$ cat src/design/bma_pkg.sv
package bma_pkg;

    localparam int SAMPLE_WIDTH      = 32;
    localparam int MAX_WINDOW_LOG2   = 5;
    localparam int STORE_DEPTH       = 1 << MAX_WINDOW_LOG2;
    localparam int POS_WIDTH         = (MAX_WINDOW_LOG2 < 1) ? 1 : MAX_WINDOW_LOG2;
    localparam int LOG2_WIDTH        = 3;
    localparam int LG_WIDTH          = (MAX_WINDOW_LOG2 < 2) ? 1 : $clog2(MAX_WINDOW_LOG2 + 1);
    localparam int SUM_WIDTH         = SAMPLE_WIDTH + MAX_WINDOW_LOG2;
    localparam int WINDOW_LOG2_RESET = 3;

    localparam logic REQ_ADD   = 1'b0;
    localparam logic REQ_CLEAR = 1'b1;

    typedef logic [POS_WIDTH-1:0]           pos_t;
    typedef logic [LOG2_WIDTH-1:0]          log2_t;
    typedef logic [LG_WIDTH-1:0]            lg_t;
    typedef logic signed [SAMPLE_WIDTH-1:0] sample_t;
    typedef logic signed [SUM_WIDTH-1:0]    sum_t;

    typedef struct packed {
        logic    accept;
        logic    clear;
        sample_t sample;
        pos_t    addr;
        logic    old_valid;
        logic    fwd;
    } issue_t;

    typedef struct packed {
        logic    write;
        logic    clear;
        pos_t    addr;
        sample_t data;
        logic    s1_sample;
        logic    s1_clear;
        pos_t    s1_addr;
    } commit_t;

    function automatic lg_t effective_log2(input log2_t raw);
        lg_t lg;
        if (int'(raw) > MAX_WINDOW_LOG2)
        begin
            lg = lg_t'(MAX_WINDOW_LOG2);
        end
        else
        begin
            lg = lg_t'(raw);
        end
        return lg;
    endfunction

    function automatic pos_t window_mask(input lg_t lg);
        pos_t all_ones;
        all_ones = '1;
        return ~(all_ones << lg);
    endfunction

endpackage

$ cat src/design/bma_if.sv
interface bma_sample_if;
    import bma_pkg::*;

    logic    valid;
    logic    ready;
    logic    req_type;
    sample_t sample;

    modport source (output valid, output req_type, output sample, input ready);
    modport sink   (input valid, input req_type, input sample, output ready);
endinterface

interface bma_result_if;
    import bma_pkg::*;

    logic    valid;
    logic    ready;
    sample_t average;
    sum_t    window_sum;

    modport source (output valid, output average, output window_sum, input ready);
    modport sink   (input valid, input average, input window_sum, output ready);
endinterface

$ cat src/design/bma_ram.sv
module bma_ram #(
    parameter int WIDTH = 32,
    parameter int DEPTH = 32
) (
    input  logic                             clk,
    input  logic                             we,
    input  logic [$clog2(DEPTH)-1:0]         waddr,
    input  logic [WIDTH-1:0]                 wdata,
    input  logic                             re,
    input  logic [$clog2(DEPTH)-1:0]         raddr,
    output logic [WIDTH-1:0]                 rdata
);

    logic [WIDTH-1:0] mem [DEPTH];
    logic [WIDTH-1:0] rdata_reg;

    always_ff @(posedge clk)
    begin
        if (we)
        begin
            mem[waddr] <= wdata;
        end
        if (re)
        begin
            rdata_reg <= mem[raddr];
        end
    end

    assign rdata = rdata_reg;

endmodule

$ cat src/design/bma_accum.sv
module bma_accum (
    input  logic              clk,
    input  logic              rst_n,
    input  bma_pkg::issue_t   issue,
    input  bma_pkg::sample_t  rdata,
    input  bma_pkg::lg_t      lg,
    input  logic              cfg_clear,
    input  logic              out_ready,
    output bma_pkg::commit_t  commit,
    output logic              issue_ready,
    output logic              out_valid,
    output bma_pkg::sample_t  average,
    output bma_pkg::sum_t     window_sum
);
    import bma_pkg::*;

    logic    s1_valid_reg, s1_valid_next;
    logic    s1_clear_reg, s1_clear_next;
    sample_t s1_sample_reg, s1_sample_next;
    pos_t    s1_addr_reg, s1_addr_next;
    logic    s1_old_valid_reg, s1_old_valid_next;
    logic    s1_fwd_reg, s1_fwd_next;
    sample_t fwd_data_reg, fwd_data_next;
    sum_t    sum_reg, sum_next;
    logic    out_valid_reg, out_valid_next;
    sample_t avg_reg, avg_next;
    sum_t    osum_reg, osum_next;

    logic    out_free;
    logic    advance;
    sample_t old_sample;
    sum_t    sum_upd;

    assign out_free    = !out_valid_reg || out_ready;
    assign advance     = s1_valid_reg && out_free;
    assign issue_ready = !s1_valid_reg || out_free;

    always_comb
    begin
        old_sample = s1_fwd_reg ? fwd_data_reg : (s1_old_valid_reg ? rdata : '0);
        sum_upd    = s1_clear_reg ? '0
                   : sum_reg + sum_t'(s1_sample_reg) - sum_t'(old_sample);
    end

    always_comb
    begin
        s1_valid_next     = issue.accept ? 1'b1 : (advance ? 1'b0 : s1_valid_reg);
        s1_clear_next     = issue.accept ? issue.clear : s1_clear_reg;
        s1_sample_next    = issue.accept ? issue.sample : s1_sample_reg;
        s1_addr_next      = issue.accept ? issue.addr : s1_addr_reg;
        s1_old_valid_next = issue.accept ? issue.old_valid : s1_old_valid_reg;
        s1_fwd_next       = issue.accept ? issue.fwd : s1_fwd_reg;
        fwd_data_next     = issue.accept ? s1_sample_reg : fwd_data_reg;

        if (cfg_clear)
        begin
            sum_next = '0;
        end
        else if (advance)
        begin
            sum_next = sum_upd;
        end
        else
        begin
            sum_next = sum_reg;
        end

        out_valid_next = advance ? 1'b1 : (out_ready ? 1'b0 : out_valid_reg);
        avg_next       = advance ? sample_t'(sum_upd >>> lg) : avg_reg;
        osum_next      = advance ? sum_upd : osum_reg;
    end

    always_ff @(posedge clk or negedge rst_n)
    begin
        if (!rst_n)
        begin
            s1_valid_reg  <= 1'b0;
            out_valid_reg <= 1'b0;
            sum_reg       <= '0;
        end
        else
        begin
            s1_valid_reg  <= s1_valid_next;
            out_valid_reg <= out_valid_next;
            sum_reg       <= sum_next;
        end
    end

    always_ff @(posedge clk)
    begin
        s1_clear_reg     <= s1_clear_next;
        s1_sample_reg    <= s1_sample_next;
        s1_addr_reg      <= s1_addr_next;
        s1_old_valid_reg <= s1_old_valid_next;
        s1_fwd_reg       <= s1_fwd_next;
        fwd_data_reg     <= fwd_data_next;
        avg_reg          <= avg_next;
        osum_reg         <= osum_next;
    end

    always_comb
    begin
        commit.write     = advance && !s1_clear_reg;
        commit.clear     = advance && s1_clear_reg;
        commit.addr      = s1_addr_reg;
        commit.data      = s1_sample_reg;
        commit.s1_sample = s1_valid_reg && !s1_clear_reg;
        commit.s1_clear  = s1_valid_reg && s1_clear_reg;
        commit.s1_addr   = s1_addr_reg;
    end

    assign out_valid  = out_valid_reg;
    assign average    = avg_reg;
    assign window_sum = osum_reg;

    a_clear_result_zero: assert property (@(posedge clk) disable iff (!rst_n)
        advance && s1_clear_reg |=> out_valid_reg && avg_reg == '0 && osum_reg == '0)
        else $error("clear beat did not produce a zero result");

    a_cfg_clears_sum: assert property (@(posedge clk) disable iff (!rst_n)
        cfg_clear |=> sum_reg == '0)
        else $error("window change left a stale sum");

endmodule

$ cat src/design/boxcar_moving_average.sv
// An accepted beat is registered into stage 1 with its RAM read, then its update into the result.
// Throughput: one beat per cycle while results are taken; the sample RAM takes one read and one
// write per cycle, with the previous beat's write forwarded when both hit the same entry.
// Reset: window_log2 returns to 3, the position and running sum to zero, and every
// store entry is marked empty so it reads as zero; no clearing pass is needed.
module boxcar_moving_average (
    input  logic                  clk,
    input  logic                  rst_n,
    input  logic                  cfg_we,
    input  bma_pkg::log2_t        cfg_wdata,
    bma_sample_if.sink            sample_ch,
    bma_result_if.source          result_ch
);
    import bma_pkg::*;

    log2_t                  window_log2_reg, window_log2_next;
    pos_t                   pos_reg, pos_next;
    logic [STORE_DEPTH-1:0] valid_reg, valid_next;

    lg_t     lg;
    pos_t    mask;
    pos_t    rd_pos;
    logic    accept;
    logic    issue_ready;
    issue_t  issue;
    commit_t commit;
    sample_t rdata;

    assign lg     = effective_log2(window_log2_reg);
    assign mask   = window_mask(lg);
    assign rd_pos = pos_reg & mask;

    assign sample_ch.ready = issue_ready;
    assign accept          = sample_ch.valid && issue_ready;

    always_comb
    begin
        issue.accept    = accept;
        issue.clear     = (sample_ch.req_type == REQ_CLEAR);
        issue.sample    = sample_ch.sample;
        issue.addr      = rd_pos;
        issue.old_valid = valid_reg[rd_pos] && !commit.s1_clear;
        issue.fwd       = commit.s1_sample && (commit.s1_addr == rd_pos);
    end

    always_comb
    begin
        window_log2_next = cfg_we ? cfg_wdata : window_log2_reg;

        if (cfg_we)
        begin
            pos_next = '0;
        end
        else if (accept)
        begin
            pos_next = issue.clear ? '0 : ((rd_pos + pos_t'(1)) & mask);
        end
        else
        begin
            pos_next = pos_reg;
        end

        valid_next = valid_reg;
        if (cfg_we || commit.clear)
        begin
            valid_next = '0;
        end
        else if (commit.write)
        begin
            valid_next[commit.addr] = 1'b1;
        end
    end

    always_ff @(posedge clk or negedge rst_n)
    begin
        if (!rst_n)
        begin
            window_log2_reg <= log2_t'(WINDOW_LOG2_RESET);
            pos_reg         <= '0;
            valid_reg       <= '0;
        end
        else
        begin
            window_log2_reg <= window_log2_next;
            pos_reg         <= pos_next;
            valid_reg       <= valid_next;
        end
    end

    bma_ram #(
        .WIDTH (SAMPLE_WIDTH),
        .DEPTH (STORE_DEPTH)
    ) u_store (
        .clk   (clk),
        .we    (commit.write),
        .waddr (commit.addr),
        .wdata (commit.data),
        .re    (accept),
        .raddr (rd_pos),
        .rdata (rdata)
    );

    bma_accum u_accum (
        .clk         (clk),
        .rst_n       (rst_n),
        .issue       (issue),
        .rdata       (rdata),
        .lg          (lg),
        .cfg_clear   (cfg_we),
        .out_ready   (result_ch.ready),
        .commit      (commit),
        .issue_ready (issue_ready),
        .out_valid   (result_ch.valid),
        .average     (result_ch.average),
        .window_sum  (result_ch.window_sum)
    );

    a_pos_in_window: assert property (@(posedge clk) disable iff (!rst_n)
        (pos_reg & ~mask) == '0)
        else $error("write position outside the window");

    a_cfg_empties_store: assert property (@(posedge clk) disable iff (!rst_n)
        cfg_we |=> valid_reg == '0)
        else $error("window change left store entries marked valid");

    a_clear_rewinds: assert property (@(posedge clk) disable iff (!rst_n)
        accept && sample_ch.req_type == REQ_CLEAR |=> pos_reg == '0)
        else $error("clear beat did not rewind the write position");

endmodule
$ cat src/flat_wrapper.sv
// flat-port wrapper written by rule: the top's interface ports become plain ports
module boxcar_moving_average_flat import bma_pkg::*;
  (clk, rst_n, cfg_we, cfg_wdata, sample_ch_valid, sample_ch_req_type, sample_ch_sample, sample_ch_ready, result_ch_valid, result_ch_average, result_ch_window_sum, result_ch_ready);
  bma_sample_if sample_ch_i ();
  bma_result_if result_ch_i ();
  input  logic clk;
  input  logic rst_n;
  input  logic cfg_we;
  input  bma_pkg::log2_t cfg_wdata;
  input wire logic [$bits(sample_ch_i.valid)-1:0] sample_ch_valid;
  input wire logic [$bits(sample_ch_i.req_type)-1:0] sample_ch_req_type;
  input wire logic [$bits(sample_ch_i.sample)-1:0] sample_ch_sample;
  output wire logic [$bits(sample_ch_i.ready)-1:0] sample_ch_ready;
  output wire logic [$bits(result_ch_i.valid)-1:0] result_ch_valid;
  output wire logic [$bits(result_ch_i.average)-1:0] result_ch_average;
  output wire logic [$bits(result_ch_i.window_sum)-1:0] result_ch_window_sum;
  input wire logic [$bits(result_ch_i.ready)-1:0] result_ch_ready;
  assign sample_ch_i.valid = sample_ch_valid;
  assign sample_ch_i.req_type = sample_ch_req_type;
  assign sample_ch_i.sample = sample_ch_sample;
  assign sample_ch_ready = sample_ch_i.ready;
  assign result_ch_valid = result_ch_i.valid;
  assign result_ch_average = result_ch_i.average;
  assign result_ch_window_sum = result_ch_i.window_sum;
  assign result_ch_i.ready = result_ch_ready;
  boxcar_moving_average u_core (.clk(clk), .rst_n(rst_n), .cfg_we(cfg_we), .cfg_wdata(cfg_wdata), .sample_ch(sample_ch_i), .result_ch(result_ch_i));
endmodule
$ cat config.mk
export PLATFORM = sky130hd
export DESIGN_NAME = boxcar_moving_average_flat
export DESIGN_NICKNAME = d
export VERILOG_FILES = /design/src/design/bma_pkg.sv /design/src/design/bma_if.sv /design/src/design/bma_ram.sv /design/src/design/bma_accum.sv /design/src/design/boxcar_moving_average.sv /design/src/flat_wrapper.sv
export SDC_FILE = /design/constraint.sdc
export NUM_CORES = 2
export LEC_CHECK = 0
export BUFFER_PORTS_ARGS = -buffer_cell sky130_fd_sc_hd__buf_2
export CAP_MARGIN = 15
export CORE_ASPECT_RATIO = 1.25
export CORE_MARGIN = 3
export CORE_UTILIZATION = 59
export CTS_BUF_LIST = sky130_fd_sc_hd__clkbuf_8
export CTS_CLUSTER_SIZE = 24
export DETAILED_ROUTE_END_ITERATION = 10
export HOLD_SLACK_MARGIN = 0.02
export PLACE_DENSITY_LB_ADDON = 0.1
export SLEW_MARGIN = 40
export SYNTH_ARGS = -nofsm -noshare
export SYNTH_HDL_FRONTEND = slang
export SYNTH_SLANG_ARGS = --single-unit
$ cat constraint.sdc
create_clock -name clk -period 4.6 [get_ports clk]
set_clock_uncertainty 0.2 [all_clocks]
set_input_delay 0.23 -clock clk [delete_from_list [all_inputs] [get_ports clk]]
set_output_delay 0.23 -clock clk [all_outputs]
set_load 0.02 [all_outputs]
; ---- Yosys cells after proc, flatten, opt, wreduce, memory -nomap -nowiden
; Memory sizes are Yosys's and may differ from the RTL's. A register that Yosys moved wholly into a read port is not among the register bits.
; Index checks and enable logic that the tools add are counted.
[totals]
reg_bits = 220
latch_bits = 0
mem_bits_rw = 1024
mem_bits_ro = 0
in_bits = 41
elab_cells = 71
memories = 1
[mem_list]
columns = memory, depth, width, rd, rd_ports_with_merged_regs, write_ports, line_no
row1 = u_core.u_store.mem, 32, 32, 1, 1, 1, bma_ram.sv:14  ; logic [WIDTH-1:0] mem [DEPTH];
[op_classes]
n_addsub = 3
multipliers = 0
div = 0
magnitude_cmp = 4
eq_ne = 1
shift = 2
n_mux = 21
n_bitwise = 4
n_reduce_logical = 21
[op_table]
columns = operator, n
row1 = 32-bit two-way mux, 4
row2 = 37-bit two-way mux, 3
row3 = 37-bit adder, 1
row4 = 37-bit by 3-bit >>> shifter with 32-bit output, 1
row5 = 37-bit subtractor, 1
row6 = 32-bit bitwise OR, 1
row7 = 5-bit two-way mux, 3
row8 = "5-bit by 6-bit less-than comparator with 1-bit output, second input constant", 2
row9 = 5-bit bitwise AND, 2
row10 = 2-bit nonzero test, 5
row11 = 1-bit logical AND, 9
row12 = 1-bit two-way mux, 8
row13 = "5-bit by 1-bit adder with 5-bit output, second input constant", 1
row14 = 1-bit binary-select mux with 5-bit select, 1
row15 = 1-bit demux with 5-bit select, 1
row16 = 5-bit equality test, 1
row17 = "5-bit by 1-bit >= comparator with 1-bit output, second input constant", 1
row18 = 5-bit NOT, 1
row19 = "5-bit by 3-bit left shift with 5-bit output, first input constant", 1
row20 = 1-bit zero test, 4
row21 = "3-bit greater-than comparator, second input constant", 1
row22 = 1-bit logical OR, 3
row23 = 3-bit two-way mux, 1

; ---- Longest topological paths before layout
[logic_depth]
word_depth = 10
depth_mapped = 16

; ---- Hierarchy
; A second synthesis with hierarchy kept.
[hier_totals]
cells_unflattened = 3508
area_unflattened_um2 = 54116.9
[by_module_without_submodules]
columns = module, instances, cells_each, area_each_um2, seq_area_each_um2
row1 = bma_ram, 1, 2260, 40805.4, 31710.4
row2 = bma_accum, 1, 1007, 11129.4, 5210.0
row3 = boxcar_moving_average, 1, 241, 2182.1, 1003.5

; ---- Worst setup path after synthesis
; OpenSTA, ideal clock, no wires.
[synth_path]
path_kind = register to register
startpoint = register u_core.u_accum.s1_fwd_reg
endpoint = register u_core.u_accum.avg_reg[27], in the netlist u_core.u_accum.average[27], data pin
setup_ps = 158
arrival_ps = 4003
slack_ps = 238
path_stages_with_launch = 15
n_path_buf = 2
cell_sequence = edfxtp_1 -> clkbuf_1 -> nor2b_1 -> clkbuf_1 -> a22oi_1 -> fa_1 -> ha_1 -> a21o_1 -> and4_1 -> o2111ai_2 -> a2111o_1 -> and3b_1 -> a311o_1 -> mux4_2 -> a211oi_2
[synth_via]
elab_chain_len = 4
[synth_lines]
columns = element, line_no
row1 = "start, declared", bma_accum.sv:22  ; logic s1_fwd_reg, s1_fwd_next;
row2 = "start signal, assigned", bma_accum.sv:95  ; s1_fwd_reg <= s1_fwd_next;
row3 = 32-bit two-way mux, bma_accum.sv:40  ; old_sample = s1_fwd_reg ? fwd_data_reg : (s1_old_valid_reg ? rdata : '0);
row4 = 37-bit subtractor, bma_accum.sv:42  ; : sum_reg + sum_t'(s1_sample_reg) - sum_t'(old_sample);
row5 = 37-bit two-way mux, bma_accum.sv:41  ; sum_upd = s1_clear_reg ? '0
row6 = 37-bit by 3-bit >>> shifter with 32-bit output, bma_accum.sv:69  ; avg_next = advance ? sample_t'(sum_upd >>> lg) : avg_reg;
row7 = "end signal, assigned", bma_accum.sv:97  ; avg_reg <= avg_next;
row8 = "end, declared", bma_accum.sv:26  ; sample_t avg_reg, avg_next;
; No other way between the ends.
; A chain may end at the register's enable or synchronous reset.

; ---- Worst setup path after layout
[layout_path]
startpoint = register u_core.u_accum.s1_old_valid_reg
endpoint = register u_core.u_accum.avg_reg[27], in the netlist u_core.u_accum.average[27], data pin
[layout_via]
elab_chain_len = 5
[layout_lines]
columns = element, line_no
row1 = "start, declared", bma_accum.sv:21  ; logic s1_old_valid_reg, s1_old_valid_next;
row2 = "start signal, assigned", bma_accum.sv:94  ; s1_old_valid_reg <= s1_old_valid_next;
row3 = 32-bit two-way mux (2 in series), bma_accum.sv:40
row4 = 37-bit subtractor, bma_accum.sv:42
row5 = 37-bit two-way mux, bma_accum.sv:41
row6 = 37-bit by 3-bit >>> shifter with 32-bit output, bma_accum.sv:69
; No other way between the ends.

==> results.ini <==
[sta]
tightestPinTransition_ps = 886
period_needed_ps = 4490
setup_viol = 0
min_period_over_period = 0.976
rsz0062_at_grt = yes
timing_hold_violations_final = 0
max_slew_margin = 0.402
slew_violations = 0
max_freq_ghz = 0.223

[worst_setup_path]
crit_required_ps = 5080
path_max_fanout = 5
cpMaxStageDelayCell = a2111o_1
cp-end-kind = flop
path_cells = nor2b_4 > buf_4 > a22oi_1 > fa_1 > ha_1 > a21o_1 > and4_1 > o2111ai_2 > a2111o_1 > and3b_1 > a311o_1 > mux4_2 > a211oi_2
worstSetupPathType = reg -> reg
r2r_slack_ps = 110
r2r_end = u_core.u_accum.average[27]$_DFFE_PP_
arrival_ps = 4970
r2r-start = u_core.u_accum.s1_old_valid_reg$_DFFE_PP_
startpoint_type = flop
slowest_delay_ps = 540
crit_buf_inv = 1
rr_worst_depth = 13
cp_top_family = compound AO/OA/AOI/OAI gates

[yosys]
synth_warnings = 0
synth_seq_area_share = 0.708
synth_nets = 3990
postSynth.asyncResetShare = 0.0619
synthFlopType = edfxtp_1
synth-seq-cells = 1276
synth_edf_count = 1197
syn-instance-count = 3874
synth_cell_types = 78
synth_area_mm2 = 0.0536
syn_avg_cell_area_um2 = 13.8

[cts]
cts_tree = built
ctsHtreeMaxLevel = 4
cts-root-buf = clkbuf_8
path_clk_slew_ps = 70
cts_made_buffers = 189
clock_latency_ps = 870
cts.sink_count = 1276
cts_buffer_depth = 3

[detailed_routing]
wl_per_cell_um = 26.2
firstDrtPassIters = 8
viasPerCell = 6.34
drt_iter0_drc = 3880
routed_wl_mm = 145
vias = 35200
antenna_left = 0
drcViolationCount = 0

[global_routing]
gr-usage-all-layers = 0.309
grt_start_max_net_pins = 125
grt_pass1_vias = 34200
antenna_found_initial = 5
grt_first_pass_wirelength_mm = 214
gr-total-overflow = 0

[place]
port-buffer-count = 111
hpwl_mm = 86.3
routabilityCongestion = 0.924
dp.cells = 5110

[floorplan]
fp.dieArea_mm2 = 0.0944
io_pins = 112
rows = 122
start_util = 0.600
fp.coreArea_mm2 = 0.0893
die_h_um = 343
fp.dieW_um = 275

[final_layout]
final_cells = 5546
fill_cells = 6270
layout.nets = 4327
final_util = 0.685
layout_common_cells = edfxtp_1 (1197), nand2_1 (661), mux2i_1 (281)
layout-drive-gt1-share = 0.140
area_growth_pct = 14.3
largest_reg_flops = 1024
mostFrequentLayoutCell = edfxtp_1

[worst_hold_path]
hp-start = sample_ch_req_type
hold_path_depth = 5
whs_endpoint = u_core.pos_reg[1]$_DFFE_PN0P_
hp-class = in -> reg

[power]
leakagePower_nw = 23.2
vdd_drop_max_mv = 0.277
power_density_mw_per_mm2 = 424

[job]
drv_cap = 0

[run_status]
status = finished clean

-- kinds of logic (layout without fill, tap and decap cells) --
family                     after synthesis  count (layout)  synth area share
adders and majority gates               75              75            0.0226
AOI/OAI and AO/OA                      722             722            0.0902
xor gates and xnor gates                32              32           0.00523
and+or+nand+nor                       1200            1200            0.0986
DFF                                   1276            1276             0.708
muxes                                  290             290            0.0546
buffers and inverters                  279             771            0.0206
other                                    0               2                 0
-- worst register-to-register path, stage by stage, from the launching register on --
cell       delay, ps
edfxtp_1         380
nor2b_4          160
buf_4            150
a22oi_1          200
fa_1             500
ha_1             300
a21o_1           140
and4_1           270
o2111ai_2        200
a2111o_1         540
and3b_1          210
a311o_1          360
mux4_2           490
a211oi_2         220
-- synthesized netlist by cell type (5+ instances only) --
| cell | instances | area share |
|---|---|---|
| and3_1 | 77 | 0.0090 |
| o21a_1 | 13 | 0.0018 |
| xnor2_1 | 23 | 0.0038 |
| nor2_1 | 155 | 0.011 |
| buf_1 | 35 | 0.0025 |
| nand3_1 | 161 | 0.015 |
| clkbuf_1 | 155 | 0.011 |
| nor4_1 | 6 | 0.00070 |
| nor2b_1 | 9 | 0.0011 |
| o2111ai_1 | 5 | 0.00082 |
| nor3_1 | 27 | 0.0025 |
| inv_1 | 35 | 0.0025 |
| nand2_1 | 667 | 0.047 |
| nor3b_1 | 6 | 0.00084 |
| a31oi_1 | 75 | 0.0088 |
| xor2_1 | 9 | 0.0015 |
| o22ai_1 | 35 | 0.0041 |
| mux2i_1 | 281 | 0.053 |
| a211oi_1 | 8 | 0.0011 |
| a22oi_1 | 32 | 0.0045 |
| dfrtp_1 | 77 | 0.036 |
| ha_1 | 39 | 0.0091 |
| o21ai_1 | 7 | 0.00065 |
| fa_1 | 36 | 0.013 |
| nand2b_1 | 9 | 0.0011 |
| and3b_1 | 5 | 0.00082 |
| o21ai_0 | 28 | 0.0026 |
| a21oi_1 | 265 | 0.025 |
| or3_1 | 35 | 0.0041 |
| a21o_1 | 17 | 0.0024 |
| edfxtp_1 | 1197 | 0.67 |
| o211ai_1 | 12 | 0.0017 |
| nand4_1 | 6 | 0.00070 |
| o221ai_1 | 137 | 0.022 |
| buf_2 | 46 | 0.0043 |
| and2_1 | 12 | 0.0014 |
| nand3b_1 | 9 | 0.0013 |
| o41ai_1 | 33 | 0.0054 |
| mux2_2 | 8 | 0.0017 |
-- worst max-delay path by stage --
stage / start / endpoint / slack, ps / depth (start not counted)
after global placement: u_core.u_accum.s1_fwd_reg$_DFFE_PP_ / u_core.u_accum.average[27]$_DFFE_PP_ / 10 / 17
after detailed placement: u_core.u_accum.s1_fwd_reg$_DFFE_PP_ / u_core.u_accum.average[27]$_DFFE_PP_ / -10 / 17
after floorplan: u_core.u_accum.s1_fwd_reg$_DFFE_PP_ / u_core.u_accum.average[27]$_DFFE_PP_ / 240 / 14
final: u_core.u_accum.s1_old_valid_reg$_DFFE_PP_ / u_core.u_accum.average[27]$_DFFE_PP_ / 110 / 13
after CTS: u_core.u_accum.s1_fwd_reg$_DFFE_PP_ / u_core.u_accum.average[27]$_DFFE_PP_ / 10 / 16
after global routing: u_core.u_accum.s1_old_valid_reg$_DFFE_PP_ / u_core.u_accum.average[27]$_DFFE_PP_ / -50 / 13
-- final cells by class --
cell class / instances / area, um^2 / area share
flip-flops and latches: 1276 / 37900 / 0.620
multi-input cells: 2319 / 14900 / 0.243
repair buffers: 382 / 3170 / 0.0518
clock buffers: 202 / 2780 / 0.0454
well taps: 1178 / 1470 / 0.0241
clock inverters: 144 / 773 / 0.0126
inverters: 43 / 183 / 0.00299
diodes: 2 / 5.00 / 0.0000818
-- repair_timing --
| action | 4_1_cts | 5_1_grt |
|---|---|---|
| pin swaps | 0 | 2 |
| setup buffers | 0 | 2 |
| hold buffers | 86 | 0 |
| endpoints found under the hold margin | 173 | 0 |
| gates resized for setup | 3 | 5 |
| endpoints found under the setup margin | 2 | 17 |
| cloned | 0 | 0 |
-- power by group --
group | switching [mW] | internal, mW | total (mW)
Combinational | 2.54 | 1.50 | 4.04
Clock | 4.32 | 4.31 | 8.62
Sequential | 0.177 | 13.1 | 13.3
-- metrics by stage --
stage	power, mW	area (um^2)	setup slack [ps]	setup TNS (ps)	hold WS (ps)
after CTS	26.0	61100	12.5	0	79.3
after detailed placement	17.4	56700	-13.3	-13.3	57.7
after global placement	17.4	56600	14.3	0	55.9
final	26.0	61200	112	0	155
after floorplan	16.1	53600	238	0	-266
after global routing	27.0	61200	-54.5	-54.5	131
-- routing by layer --
| layer | vias to the layer above | global-route usage | routed length, um |
|---|---|---|---|
| li1 | 15500 | - | - |
| met1 | 17400 | 0.419 | 56300 |
| met2 | 1881 | 0.499 | 70100 |
| met3 | 390 | 0.0492 | 12700 |
| met4 | 2 | 0.134 | 6130 |
| met5 | - | 0 | 14 |
Note: power is estimated with default switching activity, not from simulation.
